`src/hw/rtl/afp_pkg.sv`:
```
// Package for the ANVL field parser: byte classes, parser states,
// destination and status codes, and the class flags passed between modules.
// No dependencies.
`timescale 1ns / 1ps

package afp_pkg;

  typedef enum logic [2:0] {
    CLS_TEXT  = 3'd0,
    CLS_SPACE = 3'd1,
    CLS_COLON = 3'd2,
    CLS_HASH  = 3'd3,
    CLS_CR    = 3'd4,
    CLS_LF    = 3'd5,
    CLS_SEP   = 3'd6,
    CLS_CTL   = 3'd7
  } byte_class_e;

  typedef enum logic [3:0] {
    ST_KEYFIRST  = 4'd0,
    ST_ENDLF     = 4'd1,
    ST_KEY       = 4'd2,
    ST_VALUE     = 4'd3,
    ST_LF        = 4'd4,
    ST_TEXT      = 4'd5,
    ST_SPACE     = 4'd6,
    ST_COMMENT   = 4'd7,
    ST_COMMENTLF = 4'd8
  } parse_state_e;

  typedef enum logic [1:0] {
    DEST_NONE    = 2'd0,
    DEST_KEY     = 2'd1,
    DEST_VALUE   = 2'd2,
    DEST_COMMENT = 2'd3
  } byte_dest_e;

  typedef enum logic [1:0] {
    STAT_PARSING = 2'd0,
    STAT_DONE    = 2'd1,
    STAT_BLANK   = 2'd2,
    STAT_ERROR   = 2'd3
  } parse_status_e;

  // Class of a byte, plus a flag for the plain space character alone
  typedef struct packed {
    byte_class_e cls;
    logic        is_space;
  } class_info_t;

  localparam logic [7:0] ChrTab   = 8'h09;
  localparam logic [7:0] ChrLf    = 8'h0A;
  localparam logic [7:0] ChrCr    = 8'h0D;
  localparam logic [7:0] ChrSpace = 8'h20;
  localparam logic [7:0] ChrColon = 8'h3A;
  localparam logic [7:0] ChrHash  = 8'h23;
  localparam logic [7:0] CtlMax   = 8'd31;
  localparam logic [7:0] ChrDel   = 8'd127;

endpackage

```
`src/hw/rtl/afp_in_if.sv`:
```
// Input channel of the ANVL field parser: one raw header byte per word.
// Depends on nothing.
`timescale 1ns / 1ps

interface afp_in_if;
  logic       valid;
  logic       ready;
  logic [7:0] data_byte;

  modport source (output valid, output data_byte, input ready);
  modport sink   (input valid, input data_byte, output ready);
endinterface

```
`src/hw/rtl/afp_out_if.sv`:
```
// Result channel of the ANVL field parser: echoed byte, destination, status.
// Depends on nothing.
`timescale 1ns / 1ps

interface afp_out_if;
  logic       valid;
  logic       ready;
  logic [7:0] byte_out;
  logic [1:0] byte_dest;
  logic [1:0] status;

  modport source (output valid, output byte_out, output byte_dest, output status,
                  input ready);
  modport sink   (input valid, input byte_out, input byte_dest, input status,
                  output ready);
endinterface

```
`src/hw/rtl/afp_classifier.sv`:
```
// Byte classifier: maps a raw byte to its class.
// Depends on afp_pkg.
`timescale 1ns / 1ps

module afp_classifier (
  input  logic [7:0]          data_i,
  output afp_pkg::class_info_t info_o
);
  import afp_pkg::*;

  byte_class_e cls;

  // First match wins
  always_comb begin
    if (data_i == ChrSpace || data_i == ChrTab) begin
      cls = CLS_SPACE;
    end else if (data_i == ChrColon) begin
      cls = CLS_COLON;
    end else if (data_i == ChrHash) begin
      cls = CLS_HASH;
    end else if (data_i == ChrCr) begin
      cls = CLS_CR;
    end else if (data_i == ChrLf) begin
      cls = CLS_LF;
    end else if (data_i <= CtlMax || data_i == ChrDel) begin
      cls = CLS_CTL;
    end else begin
      unique case (data_i) inside
        8'h28, 8'h29, 8'h3C, 8'h3E, 8'h40, 8'h2C, 8'h3B, 8'h5C,
        8'h2F, 8'h5B, 8'h5D, 8'h3F, 8'h3D, 8'h7B, 8'h7D, 8'h22: cls = CLS_SEP;
        default: cls = CLS_TEXT;
      endcase
    end
  end

  assign info_o.cls      = cls;
  assign info_o.is_space = (data_i == ChrSpace);

endmodule

```
`src/hw/rtl/afp_fsm.sv`:
```
// Parser state machine: holds the parse state and decides destination and
// status for each classified byte. Depends on afp_pkg.
`timescale 1ns / 1ps

module afp_fsm (
  input  logic                  clk_i,
  input  logic                  rst_ni,
  input  logic                  step_i,
  input  afp_pkg::class_info_t  info_i,
  output afp_pkg::byte_dest_e   dest_o,
  output afp_pkg::parse_status_e status_o,
  output afp_pkg::parse_state_e state_o
);
  import afp_pkg::*;

  parse_state_e  state_q, state_d, next;
  byte_dest_e    dest;
  parse_status_e status;
  byte_class_e   c;

  assign c = info_i.cls;

  always_ff @(posedge clk_i or negedge rst_ni) begin
    if (!rst_ni) begin
      state_q <= ST_KEYFIRST;
    end else begin
      state_q <= state_d;
    end
  end

  always_comb begin
    next   = ST_KEYFIRST;
    dest   = DEST_NONE;
    status = STAT_ERROR;
    unique case (state_q)
      ST_KEYFIRST: begin
        if (c == CLS_TEXT) begin
          dest = DEST_KEY; next = ST_KEY; status = STAT_PARSING;
        end else if (c == CLS_CR) begin
          next = ST_ENDLF; status = STAT_PARSING;
        end else if (c == CLS_HASH) begin
          next = ST_COMMENT; status = STAT_PARSING;
        end
      end
      ST_ENDLF: begin
        if (c == CLS_LF) status = STAT_BLANK;
      end
      ST_KEY: begin
        if (c == CLS_TEXT || c == CLS_HASH) begin
          dest = DEST_KEY; next = ST_KEY; status = STAT_PARSING;
        end else if (c == CLS_COLON) begin
          next = ST_VALUE; status = STAT_PARSING;
        end
      end
      ST_VALUE: begin
        dest = DEST_VALUE; status = STAT_PARSING;
        next = (c == CLS_CR) ? ST_LF : ST_VALUE;
      end
      ST_LF: begin
        dest = DEST_VALUE; status = STAT_PARSING;
        next = (c == CLS_LF) ? ST_SPACE : ST_VALUE;
      end
      ST_SPACE: begin
        if (c == CLS_SPACE) begin
          dest = DEST_VALUE; next = ST_TEXT; status = STAT_PARSING;
        end else if (c == CLS_TEXT || c == CLS_CR || c == CLS_LF ||
                     c == CLS_HASH || c == CLS_COLON) begin
          status = STAT_DONE;
        end
      end
      ST_TEXT: begin
        if (!info_i.is_space) begin
          dest = DEST_VALUE; next = ST_VALUE; status = STAT_PARSING;
        end
      end
      ST_COMMENT: begin
        if (c == CLS_CR) begin
          dest = DEST_COMMENT; next = ST_COMMENTLF; status = STAT_PARSING;
        end else if (c == CLS_TEXT || c == CLS_SPACE || c == CLS_COLON ||
                     c == CLS_LF || c == CLS_HASH) begin
          dest = DEST_COMMENT; next = ST_COMMENT; status = STAT_PARSING;
        end
      end
      ST_COMMENTLF: begin
        if (c == CLS_LF) begin
          dest = DEST_COMMENT; next = ST_KEYFIRST; status = STAT_PARSING;
        end else if (c == CLS_CR || c == CLS_TEXT || c == CLS_SPACE ||
                     c == CLS_COLON || c == CLS_HASH) begin
          dest = DEST_COMMENT; next = ST_COMMENT; status = STAT_PARSING;
        end
      end
      default: ;
    endcase

    // Any ending drops the destination and returns to the start
    if (status != STAT_PARSING) begin
      next = ST_KEYFIRST;
      dest = DEST_NONE;
    end

    state_d = step_i ? next : state_q;
  end

  assign dest_o   = dest;
  assign status_o = status;
  assign state_o  = state_q;

endmodule

```
`src/hw/rtl/anvl_field_parser_core.sv`:
```
// ANVL field parser top level: input register, classifier, state machine and
// result register. Depends on afp_pkg, afp_in_if, afp_out_if, afp_classifier, afp_fsm.
`timescale 1ns / 1ps

// Takes one header byte per word and returns one result word per byte: the
// byte echoed, where it belongs (none, key, value, comment) and the outcome
// (parsing, field done with the byte handed back, blank line, error). The
// block sustains one byte per clock cycle while the result side is not
// stalled. An accepted byte waits in the input register, is parsed and is
// loaded into the result register, from which its result word is offered.
// These are the two pipeline registers, input then result; the parse-state
// register advances once per byte in step with the load of the result
// register and is not a further pipeline register.
// A stalled result side holds both registers; input stays ready while the
// input register is empty or moving on.
module anvl_field_parser_core (
  input  logic clk_i,
  input  logic rst_ni,
  afp_in_if.sink    in_i,
  afp_out_if.source out_o
);
  import afp_pkg::*;

  // Input register
  logic       in_valid_q;
  logic [7:0] in_byte_q;

  // Result register
  logic          out_valid_q;
  logic [7:0]    out_byte_q;
  byte_dest_e    out_dest_q;
  parse_status_e out_status_q;

  logic          advance;   // result register free to load
  logic          step;      // a byte moves into the result register
  class_info_t   info;
  byte_dest_e    dest;
  parse_status_e status;
  parse_state_e  state;

  assign advance  = !out_valid_q || out_o.ready;
  assign step     = in_valid_q && advance;
  assign in_i.ready = !in_valid_q || advance;

  always_ff @(posedge clk_i or negedge rst_ni) begin
    if (!rst_ni) begin
      in_valid_q <= 1'b0;
    end else if (in_i.ready) begin
      in_valid_q <= in_i.valid;
    end
  end

  // Payload: load on every accepted word, hold otherwise
  always_ff @(posedge clk_i) begin
    if (in_i.valid && in_i.ready) begin
      in_byte_q <= in_i.data_byte;
    end
  end

  afp_classifier u_classifier (
    .data_i (in_byte_q),
    .info_o (info)
  );

  afp_fsm u_fsm (
    .clk_i    (clk_i),
    .rst_ni   (rst_ni),
    .step_i   (step),
    .info_i   (info),
    .dest_o   (dest),
    .status_o (status),
    .state_o  (state)
  );

  always_ff @(posedge clk_i or negedge rst_ni) begin
    if (!rst_ni) begin
      out_valid_q <= 1'b0;
    end else if (advance) begin
      out_valid_q <= in_valid_q;
    end
  end

  always_ff @(posedge clk_i) begin
    if (step) begin
      out_byte_q   <= in_byte_q;
      out_dest_q   <= dest;
      out_status_q <= status;
    end
  end

  assign out_o.valid     = out_valid_q;
  assign out_o.byte_out  = out_byte_q;
  assign out_o.byte_dest = out_dest_q;
  assign out_o.status    = out_status_q;

`ifndef SYNTHESIS
  // An ending always carries no destination
  a_end_no_dest: assert property (@(posedge clk_i) disable iff (!rst_ni)
    out_valid_q && out_status_q != STAT_PARSING |-> out_dest_q == DEST_NONE)
    else $error("ending result carries a destination");

  // After an ending the parser is back at the start state
  a_end_restart: assert property (@(posedge clk_i) disable iff (!rst_ni)
    step && status != STAT_PARSING |=> state == ST_KEYFIRST)
    else $error("parser did not return to start after an ending");

  // State moves only when a byte is processed
  a_state_hold: assert property (@(posedge clk_i) disable iff (!rst_ni)
    !step |=> $stable(state))
    else $error("parse state changed without a byte");

  // An empty result register never blocks the input
  a_no_stall_empty: assert property (@(posedge clk_i) disable iff (!rst_ni)
    !out_valid_q |-> in_i.ready)
    else $error("input stalled with an empty result register");
`endif

endmodule

```
`src/flat_wrapper.sv`:
```
// flat-port wrapper written by rule: the top's interface ports become plain ports
module anvl_field_parser_core_flat import afp_pkg::*;
  (clk_i, rst_ni, in_i_valid, in_i_data_byte, in_i_ready, out_o_valid, out_o_byte_out, out_o_byte_dest, out_o_status, out_o_ready);
  afp_in_if in_i_i ();
  afp_out_if out_o_i ();
  input  logic clk_i;
  input  logic rst_ni;
  input wire logic [$bits(in_i_i.valid)-1:0] in_i_valid;
  input wire logic [$bits(in_i_i.data_byte)-1:0] in_i_data_byte;
  output wire logic [$bits(in_i_i.ready)-1:0] in_i_ready;
  output wire logic [$bits(out_o_i.valid)-1:0] out_o_valid;
  output wire logic [$bits(out_o_i.byte_out)-1:0] out_o_byte_out;
  output wire logic [$bits(out_o_i.byte_dest)-1:0] out_o_byte_dest;
  output wire logic [$bits(out_o_i.status)-1:0] out_o_status;
  input wire logic [$bits(out_o_i.ready)-1:0] out_o_ready;
  assign in_i_i.valid = in_i_valid;
  assign in_i_i.data_byte = in_i_data_byte;
  assign in_i_ready = in_i_i.ready;
  assign out_o_valid = out_o_i.valid;
  assign out_o_byte_out = out_o_i.byte_out;
  assign out_o_byte_dest = out_o_i.byte_dest;
  assign out_o_status = out_o_i.status;
  assign out_o_i.ready = out_o_ready;
  anvl_field_parser_core u_core (.clk_i(clk_i), .rst_ni(rst_ni), .in_i(in_i_i), .out_o(out_o_i));
endmodule
```
`config.mk`:
```
export PLATFORM = sky130hd
export DESIGN_NAME = anvl_field_parser_core_flat
export DESIGN_NICKNAME = d
export VERILOG_FILES = /design/src/hw/rtl/afp_pkg.sv /design/src/hw/rtl/afp_in_if.sv /design/src/hw/rtl/afp_out_if.sv /design/src/hw/rtl/afp_classifier.sv /design/src/hw/rtl/afp_fsm.sv /design/src/hw/rtl/anvl_field_parser_core.sv /design/src/flat_wrapper.sv
export SDC_FILE = /design/constraint.sdc
export NUM_CORES = 1
export LEC_CHECK = 0
export BUFFER_PORTS_ARGS = -buffer_cell sky130_fd_sc_hd__buf_2
export CELL_PAD_IN_SITES_DETAIL_PLACEMENT = 2
export CELL_PAD_IN_SITES_GLOBAL_PLACEMENT = 2
export CORE_MARGIN = 5
export CORE_UTILIZATION = 38
export CTS_BUF_LIST = sky130_fd_sc_hd__clkbuf_16
export CTS_CLUSTER_SIZE = 40
export DETAILED_ROUTE_END_ITERATION = 8
export PLACE_DENSITY = 0.89
export SETUP_SLACK_MARGIN = 0.2
export SLEW_MARGIN = 20
export SYNTH_ARGS = -nofsm -noshare
export SYNTH_HDL_FRONTEND = slang
export SYNTH_SLANG_ARGS = --single-unit
```
`constraint.sdc`:
```
create_clock -name clk_i -period 5.3 [get_ports clk_i]
set_clock_uncertainty 0.05 [all_clocks]
set_input_delay 0.795 -clock clk_i [delete_from_list [all_inputs] [get_ports clk_i]]
set_output_delay 0.795 -clock clk_i [all_outputs]
set_load 0.01 [all_outputs]
```
# After elaboration in Yosys (flattened, before gate mapping)
# Index checks and enable logic that the tools add are counted.
# word_totals
reg_bits,26
mem_bits_ro,0
output_inout_bits,14
memories,0
ram_bits,0
wordCells,114
in_bits,12
latch_bits,0
# op_classes
n_reduce_logical,25
addsub,0
muxes,45
multipliers,0
n_eq_ne,36
bitwise_logic,0
div_mod_pow,0
order_cmp,1
n_shift,0
# ops
operator,n
$eq 8x6->1 const B,13
$eq 8x7->1 const B,7
$mux 3,16
$mux 2,21
$pmux 4 s8,1
$eq 8x4->1 const B,3
$eq 4x3->1 const B,4
$logic_or 1x1->1,16
$pmux 2 s8,1
$reduce_or 16->1,1
$pmux 2 s7,1
$eq 4x2->1 const B,2
$le 8x5->1 const B,1
$mux 4,2
$eq 3x2->1 const B,2
$eq 3x3->1 const B,2
$eq 4x1->1 const B,1
$eq 4x4->1 const B,1
$logic_not 4->1,1
$eq 3x1->1 const B,1
$logic_not 3->1,1
$mux 1,3
$logic_and 1x1->1,2
$logic_not 1->1,2
other kinds (2),2

# Logic depth before layout (Yosys ltp)
# Gate-level depths: netlist of the first run.
# depth
word_depth,19
ltp_mapped,9
depth_no_buf,7

# Hierarchy
# Synthesis of the first run repeated with hierarchy kept, for this count alone.
# hier_totals
cells_unflattened,186
area_unflattened_um2,1841.8
# by_module_without_submodules
module,area_per_inst_um2,instances,seq_area_each_um2,cells_each
afp_fsm,745.7,1,100.1,103
anvl_field_parser_core,704.4,1,650.6,28
afp_classifier,391.6,1,0.0,55

# Worst setup path after synthesis of the first run
# No wires, ideal clock.
# synth_path
path_type,register to register
start,register u_core.in_byte_q[2]
end,register u_core.out_dest_q[1] (netlist: u_core.out_o.byte_dest[1]) (data pin)
required_time_ns,4.985
synth_period_minus_slack_ns,2.187
arrival_time_ns,1.872
stages_incl_launch_ff,8
n_path_buf,1
setup_ns,0.265
slack_ns,3.113
path_cell_list,edfxtp_1 buf_6 a211oi_2 o31ai_1 a311o_1 a21oi_2 nor2_1 or3_1
# synth_between
elab_chain_cells,18
elab_cells_between_ends,74
cone_classes,1 x order compare; 28 x eq/ne; 28 x mux; 17 x reduce/logical
# synth_rtl
item,line_no,source
from (decl),anvl_field_parser_core.sv:26,logic [7:0] in_byte_q;
from (signal assigned),anvl_field_parser_core.sv:56,in_byte_q <= in_i.data_byte;
$eq 8x6->1 (no line) / $eq 8x7->1 (equally long branches),--,
$reduce_or 16->1,afp_classifier.sv:28,unique case (data_i) inside
$mux 3,afp_classifier.sv:28,
$mux 3,afp_classifier.sv:25,end else if (data_i <= CtlMax || data_i == ChrDel) begin
$mux 3,afp_classifier.sv:23,end else if (data_i == ChrLf) begin
$mux 3,afp_classifier.sv:21,end else if (data_i == ChrCr) begin
$mux 3,afp_classifier.sv:19,end else if (data_i == ChrHash) begin
$mux 3,afp_classifier.sv:17,end else if (data_i == ChrColon) begin
$mux 3,afp_classifier.sv:15,if (data_i == ChrSpace || data_i == ChrTab) begin
"$eq 3x3->1, or another cell as far along",--,
$logic_or 1x1->1 (on tied branches),"afp_fsm.sv:66, afp_fsm.sv:87, afp_fsm.sv:79",
$logic_or 1x1->1 (on tied branches) (2 in a row),"afp_fsm.sv:87, afp_fsm.sv:66, afp_fsm.sv:79",
$logic_or 1x1->1 (on tied branches),"afp_fsm.sv:88, afp_fsm.sv:67, afp_fsm.sv:80",
$mux 2 (on tied branches),"afp_fsm.sv:87, afp_fsm.sv:66, afp_fsm.sv:79",
$mux 2 (on tied branches),"afp_fsm.sv:85, afp_fsm.sv:64, afp_fsm.sv:77",
$pmux 2 s8,afp_fsm.sv:35,unique case (state_q)
$reduce_bool 2->1,afp_fsm.sv:96,if (status != STAT_PARSING) begin
to (signal assigned),anvl_field_parser_core.sv:86,out_dest_q <= dest;
to (decl),anvl_field_parser_core.sv:31,byte_dest_e out_dest_q;
# Several ways; a longest one is shown, not always the timed one.
# A chain may end at the register's enable or synchronous reset.

# Worst setup path after layout of the first run
# layout_path
start,register u_core.in_byte_q[1]
end,register u_core.out_dest_q[1] (netlist: u_core.out_o.byte_dest[1]) (data pin)
# The elaborated chain is that of the path after synthesis.

==> results of run 1 <==
==> power groups by stage <==
stage	logic, W	clock network [W]	registers (W)
2_1_floorplan	0.0000587	0	0.000254
3_3_place_gp	0.0000712	0	0.000263
3_5_place_dp	0.0000763	0	0.000265
4_1_cts	0.0000784	0.000229	0.000261
5_1_grt	0.0000848	0.000242	0.000264
6_report	0.0000776	0.000228	0.000261
==> state kept, by name, summed over array words and instances, names as in the netlist <==
register	count
u_core.in_byte_q	8
u_core.in_valid_q	1
u_core.out_o.byte_dest	2
u_core.out_o.byte_out	8
u_core.out_o.status	2
u_core.out_o.valid	1
u_core.u_fsm.state_o	4
==> critical path, delay by kind of cell, from the launching register on <==
family | cells | cell delay [ns]
AOI/OAI and AO/OA | 2 | 0.68
and+or+nand+nor | 4 | 0.99
DFF | 1 | 0.76
==> per-stage QoR <==
| stage | cells | util | hold WS (ns) | setup slack, ns |
|---|---|---|---|---|
| after CTS | 237 | 0.440 | 0.285 | 2.52 |
| after global routing | 237 | 0.440 | 0.283 | 2.38 |
| after detailed placement | 233 | 0.416 | 0.453 | 2.64 |
| after global placement | 233 | 0.416 | 0.426 | 2.86 |
| after floorplan | 168 | - | 0.371 | 3.11 |
| final | 237 | 0.440 | 0.280 | 2.55 |
==> metal layers <==
layer / GRT usage / wire [um]
met4: 0.0437 / 63
met1: 0.255 / 2420
met3: 0.0328 / 222
met5: 0 / 0
met2: 0.374 / 3120
==> area by class of cell <==
type	instances	area (sq um)	share of cell area
clock buffers	3	75.1	0.0392
clock inverters	1	30.0	0.0157
inverters	3	11.3	0.00587
multi-input cells	127	860	0.448
flip-flops and latches	26	751	0.392
well taps	52	65.1	0.0339
repair buffers	25	125	0.0653
==> path summary, 6_finish.rpt <==
check	from	end	slack [ns]
min in group clk_i	u_core.in_valid_q	u_core.out_o.valid	0.47
max in group asynchronous	rst_ni	u_core.u_fsm.state_o[2]	4.78
worst max register to register	u_core.in_byte_q[1]	u_core.out_o.byte_dest[1]	2.55
worst min register to register	u_core.in_valid_q	u_core.out_o.valid	0.47
worst min-delay path	rst_ni	u_core.in_valid_q	0.28
worst max-delay path	u_core.in_byte_q[1]	u_core.out_o.byte_dest[1]	2.55
==> synthesized netlist by cell type, drive strengths merged, types with 3 or more instances <==
master   n  share of area
buf      7          0.035
nand4    3          0.011
dfrtp    6          0.088
and2     5          0.021
edfxtp  20           0.35
inv      3         0.0066
nor2b    3          0.011
nand3    5          0.015
a211oi   3          0.016
nor3b    5          0.032
nand2b   6          0.022
o211ai   4          0.021
and3b    3          0.016
a21oi    7          0.023
nand2   14          0.031
o21ai   11          0.032
nor2    12          0.027
a22oi    4          0.021
a31oi    3          0.011
nor3     9          0.033
clkbuf   5          0.011
==> cell families after synthesis <==
group,count (synthesis),synth area share
buf+inv,15,0.0523
simple gates,76,0.278
compound gates,51,0.228
flops,26,0.442
==> results.json, run 1 <==
{
  "status": "finished, final reports clean",
  "crit_required_ns": 5.26,
  "drtPass1Iterations": 4,
  "fmax_mhz": 363,
  "synth_edf_count": 20,
  "finalPower_w": 0.000567,
  "p_sw_frac": 0.260,
  "area.growth.synth_to_final_pct": 12.8,
  "drc": 0,
  "max-cap-violations": 0,
  "synth_ff_type": "edfxtp_1",
  "tns_ns": 0,
  "numClockSinks": 26,
  "pwr-share-seq": 0.461,
  "ir_drop_mv": 0.162,
  "power_density_nw_per_um2": 296,
  "rsz0062_at_grt": "false",
  "pwr-share-clk": 0.402,
  "first_iter_violations": 137,
  "vias": 1492,
  "grt_pass1_wl_mm": 9.54,
  "stdcell_area_sq_um": 1920,
  "drive_gt1_frac": 0.249,
  "internal-power_w": 0.000419,
  "n_antenna_cell": 0,
  "dieArea_sq_um": 5910,
  "dpl.hpwl_mm": 4.00,
  "period_share": 0.519,
  "ant_nets": 0,
  "reg2regPathDepth": 6,
  "combinationalPowerShare": 0.137,
  "cts-resized-gates": 0,
  "grt_start_max_net_pins": 20,
  "avgSynthCellArea_sq_um": 10.1,
  "total_leakage_power_nw": 0.726,
  "setup_violations": 0,
  "grt_overflow": 0,
  "hp-class": "input port to async pin",
  "p_sw_w": 0.000147,
  "gp_congestion": 0.880,
  "hold_buffers": 0,
  "cts_root_buffer": "clkbuf_16",
  "syn_nets": 180,
  "postCtsSetupBuffers": 0,
  "slew_viol_final": 0,
  "cts.clk_slew.worst_paths_ns": 0.07,
  "track_usage": 0.206,
  "worstSetupEndpointType": "register",
  "grt_pass1_vias": 1655,
  "min_period_ns": 2.75,
  "hold_viol_final": 0,
  "max_stage_delay_ns": 0.76,
  "path_cells": "nor3b_4, nand2_1, a311o_1, a21oi_2, nor2_1, or3_1",
  "clk_path_buf_depth": 2,
  "final_cell_mix": "buf_2 (25), edfxtp_1 (20), nand2_1 (14)",
  "via_per_inst": 6.30,
  "drt-total-wl_mm": 5.83,
  "insertion_delay_ns": 0.27,
  "die_width_um": 76.9,
  "crit_type": "register to register",
  "fp.dieH_um": 76.9,
  "tightest_slew_ns": 0.671,
  "ys_types": 60,
  "io_buffers": 25,
  "syn_inst": 168,
  "cts_tree": "yes",
  "grt_antenna_before_repair": 0,
  "cts_buffers": 3,
  "layout.nets": 198,
  "fillCellCount": 454,
  "avgRoutedWirePerCell_um": 24.6,
  "synth_area_sq_um": 1700,
  "io_pins": 26,
  "ys_seq_area_frac": 0.442,
  "path_max_fanout": 18,
  "final_common_cell": "buf_2",
  "core_sq_um": 4350,
  "synth-async-reset-ratio": 0.231,
  "cts_max_level": 1,
  "ys_ff_latch": 26,
  "num_rows": 24,
  "relSlewSlack": 0.553,
  "initial_core_util": 0.390,
  "worstPathArrival_ns": 2.71,
  "placed_cell_area_sq_um": 1810,
  "slowest_stage": "edfxtp_1",
  "yosysWarnings": 0,
  "start_kind": "register"
}
Power figures use the tool's default switching activity.
==> inputs of run 2 (changes only) <==
ABC_AREA = 1   (was not set)
CORE_UTILIZATION = 28   (was 38)
PLACE_DENSITY = 0.8   (was 0.89)
clock period = 2.4 ns   (was 5.3 ns; I/O delays follow)
==> run 2 against run 1 <==
Hold slack worse by 0.067 ns; clock power up 120%; non-clock buffer count up 13; power rose to 2.8 times the previous value; critical endpoint is now u_core.u_fsm.state_o[1]; largest cell class unchanged; highest routed layer unchanged.
==> results.json, run 2 <==
{
  "status": "finished, final reports clean",
  "yosys-top-cells-area": "edfxtp_1 (38%), nand2_1 (15%), nor2_1 (10%)",
  "final_core_util": 0.397,
  "syn_nets": 231,
  "max_stage_delay_ns": 0.56,
  "gp_congestion": 0.840,
  "fillCellCount": 648,
  "tightest_slew_ns": 0.655,
  "final_cell_mix": "nand2_1 (49), nor2_1 (29), buf_2 (25)",
  "cts_tree": "yes",
  "layout.nets": 274,
  "fp.dieH_um": 85.6,
  "ys_seq_area_frac": 0.469,
  "path_max_fanout": 7,
  "numClockSinks": 26,
  "grt_pass1_wl_mm": 8.82,
  "cts_buffers": 3,
  "cts_max_level": 1,
  "synth_area_sq_um": 1600,
  "final_common_cell": "nand2_1",
  "synth.largest_area_cell": "edfxtp_1",
  "synth-async-reset-ratio": 0.231,
  "synth_ff_type": "edfxtp_1",
  "relSlewSlack": 0.563,
  "path_cells": "buf_4, nor2_2, nor2_1, nand2_1, nand2_2, nand3_2, nand2_2, nand2_4, nand2_2, nand2_2, nand2_1, nor2_1, nor2_1, nand2_1, nand2_1, nand2_1",
  "clk_path_buf_depth": 2,
  "die_width_um": 85.6,
  "hold_end": "u_core.in_byte_q[2]",
  "total_leakage_power_nw": 1.03,
  "max-cap-violations": 0,
  "syn_inst": 219,
  "cpMostUsedCell": "nand2_1",
  "synth.area.mux_share": 0,
  "r2r_slack_ns": 0.1,
  "grt_pass1_vias": 1730,
  "yosysWarnings": 0,
  "hold_viol_final": 0,
  "core_sq_um": 5540,
  "avgSynthCellArea_sq_um": 7.31,
  "avgRoutedWirePerCell_um": 19.0,
  "synth_common_cells": "nand2_1 (65), nor2_1 (44), inv_1 (28)",
  "period_share": 0.959,
  "slew_viol_final": 0,
  "start_kind": "register",
  "drc": 0,
  "synth_top_family_by_area": "simple AND/OR/NAND/NOR gates",
  "io_pins": 26,
  "grt_overflow": 0,
  "via_per_inst": 4.88,
  "holdCritStartpoint": "in_i_data_byte[2]",
  "first_iter_violations": 51,
  "ys_ff_latch": 26,
  "hp-class": "input port to register",
  "stdcell_count": 333,
  "initial_core_util": 0.289,
  "synth_compound_area_frac": 0.0547,
  "finalPower_w": 0.00157,
  "yosys.area_share.adder": 0,
  "rsz0062_at_grt": "true",
  "cts.clk_slew.worst_paths_ns": 0.07,
  "slowest_stage": "edfxtp_1",
  "reg2regPathDepth": 16,
  "crit_type": "register to register",
  "holdPathStages": 1,
  "synth-simple-area-share": 0.397,
  "power_density_nw_per_um2": 714,
  "drt-total-wl_mm": 6.34,
  "insertion_delay_ns": 0.27,
  "grt_antenna_before_repair": 0,
  "vias": 1626,
  "num_rows": 27,
  "worstPathArrival_ns": 2.41,
  "synth_top_cell_area_share": 0.375,
  "io_buffers": 25,
  "worstSetupEndpointType": "register",
  "crit_required_ns": 2.51,
  "ys_types": 24,
  "min_period_ns": 2.30,
  "drive_gt1_frac": 0.402,
  "synth.most_common_cell": "nand2_1",
  "fmax_mhz": 434,
  "cts_root_buffer": "clkbuf_16",
  "timing.rr.start": "u_core.in_byte_q[1]",
  "dieArea_sq_um": 7330,
  "synthXorXnorAreaFrac": 0,
  "dpl.hpwl_mm": 4.04,
  "area.growth.synth_to_final_pct": 37.3,
  "setup_violations": 0,
  "place_ws_ns": 0.148,
  "synth_edf_count": 20,
  "dp_cells": 317,
  "track_usage": 0.155,
  "ant_nets": 0,
  "n_antenna_cell": 0,
  "drtPass1Iterations": 4,
  "r2r_end": "u_core.u_fsm.state_o[1]",
  "grt_start_max_net_pins": 16,
  "fin_ws_ns": 0.0973,
  "ir_drop_mv": 0.359
}
==> run 2: cell count changes after synthesis, moves of 4 or more <==
cell and change:
nand2b_1 -6, nor2_2 +5, nor2_1 +32, clkbuf_1 -5, nand2_1 +51, nand3_1 +4
o21ai_0 -5, inv_1 +25, inv_2 +5, nand2_2 +7
==> run 2: cell families after synthesis <==
logic type | Yosys count
buf+inv | 34
flops | 26
simple gates | 146
compound gates | 13
==> run 2: repair_timing <==
item / 4_1_cts / 5_1_grt
pin swaps: 0 / 19
resized for setup: 4 / 52
hold endpoints to repair: 6 / 0
setup buffers: 0 / 11
setup endpoints to repair: 5 / 7
hold buffers: 1 / 0
==> run 2: critical path, delay by kind of cell (launching register included) <==
| kind | cells | cell delay (ns) |
|---|---|---|
| DFF | 1 | 0.56 |
| and+or+nand+nor | 15 | 1.37 |
| buffers and inverters | 1 | 0.18 |
==> run 2: metrics by stage <==
stage / hold slack, ns / TNS, ns / instance area, sq um
final: 0.212 / 0 / 2200
after global routing: 0.210 / -0.00115 / 2200
after CTS: 0.211 / 0 / 1960
after detailed placement: 0.150 / 0 / 1820
after global placement: 0.150 / 0 / 1820
after floorplan: 0.0144 / 0 / 1600
==> run 2: worst max path at each step <==
stage | startpoint | end | slack (ns) | depth (start not counted)
finish | u_core.in_byte_q[1] | u_core.u_fsm.state_o[1] | 0.1 | 16
global route | u_core.in_byte_q[2] | u_core.u_fsm.state_o[1] | -0.001 | 17
CTS | u_core.in_byte_q[7] | u_core.out_o.status[1] | 0.21 | 10
detailed placement | u_core.in_byte_q[7] | u_core.out_o.status[1] | 0.15 | 10
global placement | u_core.in_byte_q[7] | u_core.u_fsm.state_o[2] | 0.20 | 12
floorplan | u_core.in_byte_q[7] | u_core.out_o.status[1] | 0.58 | 10
==> run 2: final cells by class <==
cell class	instances	area (sq um)	area share
Clock buffer	3	75.1	0.0341
Clock inverter	1	30.0	0.0137
Inverter	34	128	0.0580
Multi-Input combinational cell	159	897	0.408
Sequential cell	26	751	0.341
Tap cell	72	90.1	0.0410
Timing Repair Buffer	38	229	0.104
==> run 2: where the power goes <==
| part | switching [W] | internal [W] | total, W |
|---|---|---|---|
| Clock | 0.000171 | 0.000333 | 0.000503 |
| Combinational | 0.000305 | 0.000138 | 0.000443 |
| Sequential | 0.0000544 | 0.000570 | 0.000624 |
| Total | 0.000530 | 0.00104 | 0.00157 |
==> run 2: routing by layer <==
metal  vias up  GRT usage  share of wire
li1        777          -              -
met1       818      0.203           0.45
met2        22      0.272           0.52
met3         9     0.0115          0.016
met4         0     0.0432          0.016
met5         -          0              0
==> inputs of run 3 (changes only) <==
CORE_ASPECT_RATIO = 2   (was not set)
CORE_UTILIZATION = 34   (was 28)
PLACE_DENSITY = 0.9   (was 0.8)
clock period = 2.8 ns   (was 2.4 ns; I/O delays follow)
==> run 3 against run 2 <==
Die area is 15% lower; utilization is 1.8 points higher; flip-flop and latch count stayed put; clock power is 15% lower; via count is 1.4% lower; critical path depth is 6 lower; sequential share of layout area is 5.2 points higher; first-iteration DRC count is 29% lower; maximum frequency is 5.2% lower; power is 17% lower; combinational power is 24% lower; highest routed layer unchanged.
==> results.json, run 3 (synthesis gave the netlist of run 2 again) <==
{
  "holdCritStartpoint": "in_i_data_byte[2]",
  "grt_pass1_vias": 1838,
  "power_density_nw_per_um2": 680,
  "stdcell_count": 304,
  "initial_core_util": 0.348,
  "tns_ns": 0,
  "max_stage_delay_ns": 0.47,
  "final_common_cell": "nand2_1",
  "reg2regPathDepth": 10,
  "first_iter_violations": 36,
  "hp-class": "input port to register",
  "fp.dieH_um": 107,
  "vias": 1604,
  "ant_nets": 0,
  "start_kind": "register",
  "fmax_mhz": 412,
  "max-cap-violations": 0,
  "gp_congestion": 0.952,
  "r2r_end": "u_core.out_o.status[0]",
  "io_pins": 26,
  "drc": 0,
  "grt_overflow": 0,
  "dp_cells": 299,
  "crit_required_ns": 2.74,
  "status": "finished, final reports clean",
  "holdPathStages": 1,
  "drt-total-wl_mm": 6.23,
  "total_leakage_power_nw": 0.914,
  "postCtsSetupBuffers": 0,
  "io_buffers": 25,
  "avgRoutedWirePerCell_um": 20.5,
  "cts_tree": "yes",
  "ir_drop_mv": 0.312,
  "drtPass1Iterations": 4,
  "drive_gt1_frac": 0.213,
  "relSlewSlack": 0.585,
  "n_antenna_cell": 0,
  "insertion_delay_ns": 0.27,
  "layout.nets": 262,
  "rsz0062_at_grt": "false",
  "r2r_slack_ns": 0.37,
  "min_period_ns": 2.43,
  "crit_type": "register to register",
  "slowest_stage": "edfxtp_1",
  "numClockSinks": 26,
  "timing.rr.start": "u_core.in_byte_q[6]",
  "final_cell_mix": "nand2_1 (65), nor2_1 (44), inv_1 (28)",
  "cts-resized-gates": 0,
  "area.growth.synth_to_final_pct": 19.3,
  "cts.clk_slew.worst_paths_ns": 0.07,
  "cts_max_level": 1,
  "path_max_fanout": 6,
  "hold_viol_final": 0,
  "core_sq_um": 4600,
  "period_share": 0.868,
  "cts_buffers": 3,
  "grt_start_max_net_pins": 16,
  "worstSetupEndpointType": "register",
  "dpl.hpwl_mm": 5.00,
  "track_usage": 0.216,
  "dieArea_sq_um": 6270,
  "worstPathArrival_ns": 2.37,
  "slew_viol_final": 0,
  "cts_root_buffer": "clkbuf_16",
  "setup_violations": 0,
  "grt_antenna_before_repair": 0,
  "path_cells": "nor2_2, nand3_1, nor3_2, nor2_2, nand2_1, inv_1, nand3_1, nand2_1, a21oi_1, nand4_1",
  "tightest_slew_ns": 0.623,
  "holdWs_ns": 0.284,
  "clk_path_buf_depth": 2,
  "via_per_inst": 5.28,
  "num_rows": 35,
  "die_width_um": 58.5,
  "grt_pass1_wl_mm": 9.86,
  "hold_end": "u_core.in_byte_q[2]"
}
## run 3: cell types whose count changed in the layout (fill, tap and decap cells not counted), sizes merged
cell / delta
buf: -12
inv: -1
clkinv: +1
## run 3: final cells by class
type | instances | area [sq um]
well taps | 55 | 68.8
inverters | 34 | 128
repair buffers | 26 | 135
fillers | 580 | 2690
flip-flops and latches | 26 | 751
clock inverters | 1 | 30.0
clock buffers | 3 | 75.1
multi-input cells | 159 | 723
## run 3: routing by layer
metal  share of wire  wire (um)  up-vias  GRT usage
li1                -          -      752          -
met1            0.29       1820      781      0.177
met2            0.62       3840       41      0.439
met3           0.026        161       30     0.0337
met4           0.066        411        0      0.126
met5               0          0        -          0
## run 3: worst max-delay path, delay by kind of cell (launching register included)
family,cells,cell delay [ns]
compound gates,1,0.17
flops,1,0.47
simple gates,8,1.35
buf+inv,1,0.12
## run 3: worst max path at each step
stage	depth (start not counted)	to	slack (ns)	startpoint
2_1_floorplan	10	u_core.out_o.status[1]	0.98	u_core.in_byte_q[7]
3_3_place_gp	10	u_core.out_o.status[1]	0.52	u_core.in_byte_q[7]
3_5_place_dp	10	u_core.out_o.status[0]	0.45	u_core.in_byte_q[6]
4_1_cts	10	u_core.out_o.status[0]	0.40	u_core.in_byte_q[6]
5_1_grt	10	u_core.out_o.status[0]	0.22	u_core.in_byte_q[7]
6_report	10	u_core.out_o.status[0]	0.37	u_core.in_byte_q[6]
## run 3: stage by stage
stage,total power (W),utilization,setup slack (ns),cell area [sq um]
2_1_floorplan,0.000731,-,0.978,1600
3_3_place_gp,0.000855,0.390,0.522,1800
3_5_place_dp,0.000873,0.390,0.446,1800
4_1_cts,0.00130,0.416,0.395,1910
5_1_grt,0.00137,0.416,0.218,1910
6_report,0.00130,0.416,0.371,1910
## run 3: repair_timing
| action | CTS | global route |
|---|---|---|
| hold endpoints to repair | 6 | 0 |
| setup endpoints to repair | 0 | 0 |
| hold buffers | 1 | 0 |
## run 3: where the power goes
| part | switching [W] | internal [W] | leakage (nW) |
|---|---|---|---|
| logic | 0.000241 | 0.0000961 | 0.593 |
| registers | 0.0000478 | 0.000489 | 0.270 |
| clock network | 0.000141 | 0.000285 | 0.0511 |
